--- config.mk ---
export PLATFORM = sky130hd
export DESIGN_NAME = ghost_cell_source_mapper
export DESIGN_NICKNAME = d
export VERILOG_FILES = /design/src/hdl/gcsm_pkg.sv /design/src/hdl/ghost_cell_source_mapper.sv /design/src/hdl/gcsm_axis.sv
export SDC_FILE = /design/constraint.sdc
export NUM_CORES = 2
export LEC_CHECK = 0
export ABC_AREA = 1
export BUFFER_PORTS_ARGS = -buffer_cell sky130_fd_sc_hd__buf_2
export CAP_MARGIN = 20
export CELL_PAD_IN_SITES_DETAIL_PLACEMENT = 0
export CELL_PAD_IN_SITES_GLOBAL_PLACEMENT = 2
export CORE_AREA = 2 2 315 239
export DETAILED_ROUTE_END_ITERATION = 16
export DIE_AREA = 0 0 317 241
export GPL_TIMING_DRIVEN = 0
export PLACE_DENSITY = 0.88
export SETUP_SLACK_MARGIN = 0.05
export SLEW_MARGIN = 20
export SYNTH_ARGS = -nofsm -noshare
export SYNTH_HDL_FRONTEND = slang
export SYNTH_SLANG_ARGS = --single-unit
--- constraint.sdc ---
create_clock -name clock -period 18.3 [get_ports clock]
set_input_delay 0 -clock clock [delete_from_list [all_inputs] [get_ports clock]]
set_output_delay 0 -clock clock [all_outputs]
set_load 0.01 [all_outputs]
--- src/hdl/gcsm_pkg.sv ---
// ----------------------------------------------------------------------------
// gcsm_pkg
// Shared types and codes for the ghost cell source mapper: transaction
// payloads, face kind codes, register indexes and the per-axis result.
// ----------------------------------------------------------------------------
package gcsm_pkg;

   // Field widths
   localparam int COORD_W  = 9;
   localparam int EXTENT_W = 10;
   localparam int GHOST_W  = 4;
   localparam int KINDS_W  = 6;
   localparam int INDEX_W  = 27;
   localparam int PLANE_W  = 2 * EXTENT_W;
   // Mapped coordinate: nonnegative results fit in 11 bits
   localparam int MAPPED_W = 11;
   // Signed working width for face arithmetic
   localparam int WORK_W   = 13;

   // Configuration port
   localparam int ADDR_W = 5;
   localparam int DATA_W = 32;

   // Face kind codes; unlisted codes behave as periodic
   typedef enum logic [2:0] {
      KIND_PERIODIC = 3'd1,
      KIND_REFLECT  = 3'd2,
      KIND_TRANSMIT = 3'd3,
      KIND_CUSTOM   = 3'd4,
      KIND_EXCHANGE = 3'd5
   } face_kind_type;

   // Register indexes (byte address 4 * index)
   typedef enum logic [2:0] {
      REG_X_EXTENT    = 3'd0,
      REG_Y_EXTENT    = 3'd1,
      REG_Z_EXTENT    = 3'd2,
      REG_GHOST_WIDTH = 3'd3,
      REG_X_KINDS     = 3'd4,
      REG_Y_KINDS     = 3'd5,
      REG_Z_KINDS     = 3'd6
   } reg_index_type;

   // Reset values
   localparam logic [EXTENT_W-1:0] X_EXTENT_RST    = 10'd16;
   localparam logic [EXTENT_W-1:0] Y_EXTENT_RST    = 10'd1;
   localparam logic [EXTENT_W-1:0] Z_EXTENT_RST    = 10'd1;
   localparam logic [GHOST_W-1:0]  GHOST_WIDTH_RST = 4'd4;
   localparam logic [KINDS_W-1:0]  KINDS_RST       = 6'd9;
   localparam logic [PLANE_W-1:0]  PLANE_RST       = 20'd16;

   // Input transaction
   typedef struct packed {
      logic [COORD_W-1:0] cell_i;
      logic [COORD_W-1:0] cell_j;
      logic [COORD_W-1:0] cell_k;
   } req_type;

   // Result transaction
   typedef struct packed {
      logic               source_valid;
      logic [INDEX_W-1:0] source_index;
      logic               flip_x;
      logic               flip_y;
      logic               flip_z;
   } rsp_type;

   // One axis after face mapping
   typedef struct packed {
      logic                ok;
      logic                flip;
      logic [MAPPED_W-1:0] coord;
   } axis_map_type;

endpackage

--- src/hdl/ghost_cell_source_mapper.sv ---
// ----------------------------------------------------------------------------
// ghost_cell_source_mapper
// Returns the linear index of the real cell that fills a ghost cell of a
// padded 3-D grid, with a sign flag for each momentum component.
// ----------------------------------------------------------------------------
//  channel | direction | handshake                        | payload
//  req     | in        | req_valid / req_stall            | req_data (req_type)
//  rsp     | out       | rsp_valid / rsp_stall            | rsp_data (rsp_type)
//  csr     | in        | psel, penable, pwrite, pready=1  | paddr, pwdata, prdata
//
// One transaction per cycle sustained while the result channel is not stalled.
// The path is an input register, three face mappers and a multiply-add into
// the result register; the plane size is a register refreshed every cycle.
// A stalled result holds, and one more transaction still enters the input
// register behind it. Synchronous reset clears both stages and loads the
// register defaults.
// ----------------------------------------------------------------------------
module ghost_cell_source_mapper
   import gcsm_pkg::*;
#(
   parameter int MAX_EXTENT = 512
)
(
   input  logic              clock,
   input  logic              reset,
   // input channel
   input  logic              req_valid,
   output logic              req_stall,
   input  req_type           req_data,
   // result channel
   output logic              rsp_valid,
   input  logic              rsp_stall,
   output rsp_type           rsp_data,
   // configuration port
   input  logic              psel,
   input  logic              penable,
   input  logic              pwrite,
   input  logic [ADDR_W-1:0] paddr,
   input  logic [DATA_W-1:0] pwdata,
   output logic [DATA_W-1:0] prdata,
   output logic              pready
);

   localparam int EXT_MAX_CODE = (1 << EXTENT_W) - 1;
   localparam int CAP_INT = (MAX_EXTENT > EXT_MAX_CODE) ? EXT_MAX_CODE : MAX_EXTENT;
   localparam logic [EXTENT_W-1:0] EXT_CAP = EXTENT_W'(CAP_INT);

   logic [EXTENT_W-1:0] x_extent_ff;
   logic [EXTENT_W-1:0] y_extent_ff;
   logic [EXTENT_W-1:0] z_extent_ff;
   logic [GHOST_W-1:0]  ghost_width_ff;
   logic [KINDS_W-1:0]  x_kinds_ff;
   logic [KINDS_W-1:0]  y_kinds_ff;
   logic [KINDS_W-1:0]  z_kinds_ff;
   logic [PLANE_W-1:0]  plane_ff;

   logic                cfg_write;
   reg_index_type       cfg_index;
   logic [EXTENT_W-1:0] extent_in;

   logic                stage_valid_ff;
   req_type             stage_data_ff;
   logic                rsp_valid_ff;
   rsp_type             rsp_data_ff;
   rsp_type             rsp_data_in;
   logic                advance;
   logic                load_stage;

   axis_map_type        map_x;
   axis_map_type        map_y;
   axis_map_type        map_z;
   logic [2*EXTENT_W:0] prod_y;
   logic [PLANE_W+MAPPED_W-1:0] prod_z;
   logic [INDEX_W-1:0]  index_sum;

   // Configuration decode
   assign pready    = 1'b1;
   assign cfg_write = psel && penable && pwrite;
   assign cfg_index = reg_index_type'(paddr[4:2]);
   assign extent_in = (pwdata[EXTENT_W-1:0] > EXT_CAP) ? EXT_CAP : pwdata[EXTENT_W-1:0];

   // Hold configuration registers
   always_ff @(posedge clock) begin
      if (reset) begin
         x_extent_ff    <= X_EXTENT_RST;
         y_extent_ff    <= Y_EXTENT_RST;
         z_extent_ff    <= Z_EXTENT_RST;
         ghost_width_ff <= GHOST_WIDTH_RST;
         x_kinds_ff     <= KINDS_RST;
         y_kinds_ff     <= KINDS_RST;
         z_kinds_ff     <= KINDS_RST;
         plane_ff       <= PLANE_RST;
      end else begin
         plane_ff <= x_extent_ff * y_extent_ff;
         if (cfg_write) begin
            case (cfg_index)
               REG_X_EXTENT:    x_extent_ff    <= extent_in;
               REG_Y_EXTENT:    y_extent_ff    <= extent_in;
               REG_Z_EXTENT:    z_extent_ff    <= extent_in;
               REG_GHOST_WIDTH: ghost_width_ff <= pwdata[GHOST_W-1:0];
               REG_X_KINDS:     x_kinds_ff     <= pwdata[KINDS_W-1:0];
               REG_Y_KINDS:     y_kinds_ff     <= pwdata[KINDS_W-1:0];
               REG_Z_KINDS:     z_kinds_ff     <= pwdata[KINDS_W-1:0];
               default: ;
            endcase
         end
      end
   end

   // Read back
   always_comb begin
      case (cfg_index)
         REG_X_EXTENT:    prdata = DATA_W'(x_extent_ff);
         REG_Y_EXTENT:    prdata = DATA_W'(y_extent_ff);
         REG_Z_EXTENT:    prdata = DATA_W'(z_extent_ff);
         REG_GHOST_WIDTH: prdata = DATA_W'(ghost_width_ff);
         REG_X_KINDS:     prdata = DATA_W'(x_kinds_ff);
         REG_Y_KINDS:     prdata = DATA_W'(y_kinds_ff);
         REG_Z_KINDS:     prdata = DATA_W'(z_kinds_ff);
         default:         prdata = '0;
      endcase
   end

   // Pipeline flow: the result register advances unless it holds a stalled result
   assign advance    = !rsp_valid_ff || !rsp_stall;
   assign load_stage = !stage_valid_ff || advance;
   assign req_stall  = !load_stage;

   // Input register
   always_ff @(posedge clock) begin
      if (reset) begin
         stage_valid_ff <= 1'b0;
      end else if (load_stage) begin
         stage_valid_ff <= req_valid;
      end
   end

   always_ff @(posedge clock) begin
      if (load_stage && req_valid) begin
         stage_data_ff <= req_data;
      end
   end

   // Map each axis
   gcsm_axis u_axis_x (
      .coord  (stage_data_ff.cell_i),
      .extent (x_extent_ff),
      .ghost  (ghost_width_ff),
      .kinds  (x_kinds_ff),
      .result (map_x)
   );

   gcsm_axis u_axis_y (
      .coord  (stage_data_ff.cell_j),
      .extent (y_extent_ff),
      .ghost  (ghost_width_ff),
      .kinds  (y_kinds_ff),
      .result (map_y)
   );

   gcsm_axis u_axis_z (
      .coord  (stage_data_ff.cell_k),
      .extent (z_extent_ff),
      .ghost  (ghost_width_ff),
      .kinds  (z_kinds_ff),
      .result (map_z)
   );

   // Form the linear index, wrapped to the index width
   assign prod_y    = x_extent_ff * map_y.coord;
   assign prod_z    = plane_ff * map_z.coord;
   assign index_sum = INDEX_W'(map_x.coord) + INDEX_W'(prod_y) + prod_z[INDEX_W-1:0];

   // Build the result; a missing source zeroes every field
   always_comb begin
      rsp_data_in = '0;
      if (map_x.ok && map_y.ok && map_z.ok) begin
         rsp_data_in.source_valid = 1'b1;
         rsp_data_in.source_index = index_sum;
         rsp_data_in.flip_x       = map_x.flip;
         rsp_data_in.flip_y       = map_y.flip;
         rsp_data_in.flip_z       = map_z.flip;
      end
   end

   // Result register
   always_ff @(posedge clock) begin
      if (reset) begin
         rsp_valid_ff <= 1'b0;
      end else if (advance) begin
         rsp_valid_ff <= stage_valid_ff;
      end
   end

   always_ff @(posedge clock) begin
      if (advance && stage_valid_ff) begin
         rsp_data_ff <= rsp_data_in;
      end
   end

   assign rsp_valid = rsp_valid_ff;
   assign rsp_data  = rsp_data_ff;

endmodule

--- src/hdl/gcsm_axis.sv ---
// ----------------------------------------------------------------------------
// gcsm_axis
// Maps one coordinate of a ghost cell to its source coordinate on that axis,
// applying the lower or upper face rule and raising the reflect flag.
// ----------------------------------------------------------------------------
module gcsm_axis
   import gcsm_pkg::*;
(
   input  logic [COORD_W-1:0]  coord,
   input  logic [EXTENT_W-1:0] extent,
   input  logic [GHOST_W-1:0]  ghost,
   input  logic [KINDS_W-1:0]  kinds,
   output axis_map_type        result
);

   logic signed [WORK_W-1:0] c_s;
   logic signed [WORK_W-1:0] n_s;
   logic signed [WORK_W-1:0] g_s;
   logic signed [WORK_W-1:0] inner_s;
   logic signed [WORK_W-1:0] r_s;
   logic                     enabled;
   logic                     lower;
   logic                     upper;
   logic                     flip;
   face_kind_type            kind;

   // Extend operands into a signed working width
   assign c_s     = signed'({{(WORK_W-COORD_W){1'b0}}, coord});
   assign n_s     = signed'({{(WORK_W-EXTENT_W){1'b0}}, extent});
   assign g_s     = signed'({{(WORK_W-GHOST_W){1'b0}}, ghost});
   assign inner_s = n_s - g_s;

   // Classify the coordinate; the lower face wins where both regions meet
   assign enabled = extent > EXTENT_W'(1);
   assign lower   = c_s < g_s;
   assign upper   = !lower && (c_s >= inner_s);
   assign kind    = face_kind_type'(lower ? kinds[2:0] : kinds[5:3]);

   // Apply the face rule
   always_comb begin
      flip = 1'b0;
      r_s  = c_s;
      if (lower || upper) begin
         case (kind)
            KIND_REFLECT: begin
               flip = 1'b1;
               r_s  = upper ? (WORK_W'(2) * inner_s - c_s - WORK_W'(1))
                            : (WORK_W'(2) * g_s - c_s - WORK_W'(1));
            end
            KIND_TRANSMIT: begin
               r_s = upper ? (inner_s - WORK_W'(1)) : g_s;
            end
            KIND_CUSTOM: begin
               r_s = -WORK_W'(1);
            end
            KIND_EXCHANGE: begin
               r_s = c_s;
            end
            default: begin
               r_s = upper ? (c_s - n_s + WORK_W'(2) * g_s)
                           : (c_s + n_s - WORK_W'(2) * g_s);
            end
         endcase
      end
   end

   // A disabled axis contributes zero; a negative result has no source
   always_comb begin
      if (!enabled) begin
         result.ok    = 1'b1;
         result.flip  = 1'b0;
         result.coord = '0;
      end else begin
         result.ok    = !r_s[WORK_W-1];
         result.flip  = flip;
         result.coord = r_s[MAPPED_W-1:0];
      end
   end

endmodule

==> metrics <==
die span in y=241 um; Setup crit end kind=register; flop2flop setup slack=5.43 ns; Final Critical Period=12.87 ns; WHS=0.0699 ns; Fillers=7,602; Syn Inst Count=4,041; max-slew violations=0; area occupied by registers=3230 sq um; crit path DAT=13.22 ns; Tightest Pin Transition=1.02 ns; critical path's most frequent cell=nand2_1; CTS tree=yes; final setup vio count=0; area leader, netlist=fa_1; Slew HR=31.8%; CP max stage cell=dfxtp_1; Final #Nets=4,991; Fin Setup TNS=0 ns; outcome=finished, final reports clean; Area contributors post-synth=fa_1, ha_1, inv_1; pin count of the biggest net entering global routing=22; PwrDens=38.7 nW/um^2; DP HPWL=84,300 um; area of the multi-input gates=22,900 sq um; CTS sink count=132; layout cells sized above 1=8.23%; Avg Inst Size Synth=7.40 sq um; CTS clk-pin slew, worst paths=0.07 ns; Leak=0.0171 uW; wire per inst=19.4 um; Post-synth EDFFs=58; post-route design area=32,700 sq um; First-pass DRT Iterations=6; Initial Utilization=40.9%; Final Cycle Share=70.4%; aggregate global-route resource usage=27.3%; Max Cap Viol=0; overall power=1270 uW; post_cts resized=0; crit path max fanout=11; synthesized area=29,900 sq um; Via Count=26,500; Via density=5.10; row cnt=86; ys async rst share=0%; area grow syn2layout=9.44%; RSZ-0062 raised after global routing=false; crit-path max cell delay=0.98 ns; WP data required=18.64 ns; root buffer cell=clkbuf_16; clk buf depth=2; gp weighted congestion=0.978; worst skew pair latency=0.51 ns; maximum VDD drop=0.0000542 V; grt ovf=0; DRC=0; Seq/Total Area, Yosys=10.8%; PortBufs=88; Final Skew=0.0183 ns; Starting DRT DRC Count=1,967; fin util=44.8%; Hold Crit Class=input port to register; vias in the first global route=25,900; Setup CP Type=register to register; I/O pin count=137; antenna violations before repair=2; first-pass GRT wire length=155,000 um; post-route ant nets=0; Distinct cells, synth=76; Max H-tree Level=4; drt total wl=101,000 um; achievable clock frequency=0.0777 GHz; post-synth top area share=23.9%; die area=76,400 sq um; die extent in x=317 um; Synth Warn #=0; Area after DPL=31,700 sq um; Synth Register Bits=132; clock buffer count from CTS=17; core area=73,100 sq um; CP startpoint kind=register; top_reg_cell synth=dfxtp_1; final hold viol count=0
==> layout make-up <==
type / instances / share of cell area (%)
clock inverter: 13 / 0.329
timing repair buffer: 136 / 2.95
buffer: 124 / 1.98
multi-input combinational: 2938 / 69.9
antenna: 1 / 0.00764
inverter: 868 / 9.95
sequential: 132 / 9.85
tap: 968 / 3.70
clock buffer: 19 / 1.35
==> through the flow <==
| stage | setup slack [ns] | instances |
|---|---|---|
| after floorplan | 8.72 | 4062 |
| after global placement | 5.25 | 5118 |
| after detailed placement | 5.51 | 5121 |
| after CTS | 5.44 | 5198 |
| after global routing | 4.67 | 5198 |
| final | 5.43 | 5199 |
==> placed cells by master, fill, tap and decap left out, types with 8 or more instances in the layout <==
cell type	instances
dlygate4sd3_1	45
nand3b_1	13
nand2_1	769
nand3_1	177
edfxtp_1	58
nor4_1	8
conb_1	23
inv_2	41
nor3_1	31
buf_2	117
o221ai_1	8
nor2_4	13
xor2_1	99
inv_1	817
dfxtp_1	72
buf_4	26
fa_1	357
ha_1	346
o211ai_1	34
o22ai_1	9
nand2_2	21
nand4_1	42
nor2_1	352
or2_2	10
a21oi_1	209
nand3_2	9
a21oi_2	12
a21o_1	12
clkinv_1	10
clkbuf_1	51
o21ai_0	188
xnor2_1	46
buf_1	13
a31oi_1	9
o21ai_1	18
clkbuf_16	17
a211oi_1	12
==> synthesized netlist by cell type (21+ instances only) <==
library cell  instances
inv_2                39
a21oi_1             210
nand3_1             177
xnor2_1              46
o211ai_1             34
clkbuf_1             50
ha_1                346
fa_1                357
buf_4                26
nand2_2              21
xor2_1               99
inv_1               819
edfxtp_1             58
dfxtp_1              74
nor3_1               31
nand4_1              42
nor2_1              352
nand2_1             769
o21ai_0             189
buf_2                29
==> logic make-up (layout without fill, tap and decap cells) <==
logic type,after synthesis,count (layout),synth area share [%]
AO/OA/AOI/OAI,570,570,11.3
XOR/XNOR,151,151,4.57
adder cells (fa/ha/maj),703,703,38.4
buffers and inverters,992,1160,13.1
flip-flops,132,132,10.8
other,2,24,0.0251
AND/OR/NAND/NOR,1491,1491,21.9
==> state kept, by name, indices dropped and copies added (netlist names) <==
name	cells
ghost_width_ff	4
plane_ff	20
rsp_data	31
rsp_valid	1
stage_data_ff	27
stage_valid_ff	1
x_extent_ff	10
x_kinds_ff	6
y_extent_ff	10
y_kinds_ff	6
z_extent_ff	10
z_kinds_ff	6
==> routing by layer <==
| metal | part of all wire (%) | vias to the layer above | track usage [%] |
|---|---|---|---|
| met4 | 2.4 | 4 | 7.12 |
| met1 | 49 | 12700 | 40.6 |
| met5 | 0.027 | - | 0 |
| li1 | - | 13000 | - |
| met3 | 7.0 | 109 | 5.01 |
| met2 | 41 | 706 | 40.3 |
==> path summary, 6_finish.rpt <==
check | start | end | cells after the start
worst max-delay path | ghost_width_ff[2]$_SDFFE_PP1P_ | rsp_data[29]$_SDFFCE_PN0P_ | 49
worst min-delay path | paddr[2] | x_kinds_ff[3]$_SDFFE_PP1P_ | 7
worst max register to register | ghost_width_ff[2]$_SDFFE_PP1P_ | rsp_data[29]$_SDFFCE_PN0P_ | 49
worst min register to register | x_kinds_ff[3]$_SDFFE_PP1P_ | x_kinds_ff[3]$_SDFFE_PP1P_ | 2
==> worst max-delay path: cells and delay by family, from the launching register on <==
family	cells	cell delay (ns)
and+or+nand+nor	23	3.58
adders and majority gates	10	4.87
buffers and inverters	12	2.57
AOI/OAI and AO/OA	4	0.67
DFF	1	0.98
==> repair_timing <==
item / in CTS / in global routing
hold buffers: 45 / 0
buffers inserted: 0 / 0
endpoints found under the hold margin: 85 / 0
==> power breakdown <==
part	internal (uW)	leakage, uW	total, uW	switching, uW
clock network	181	0.000273	358	177
registers	324	0.00116	344	19.7
logic	194	0.0157	567	373
Note: power is estimated with default switching activity, not from simulation.
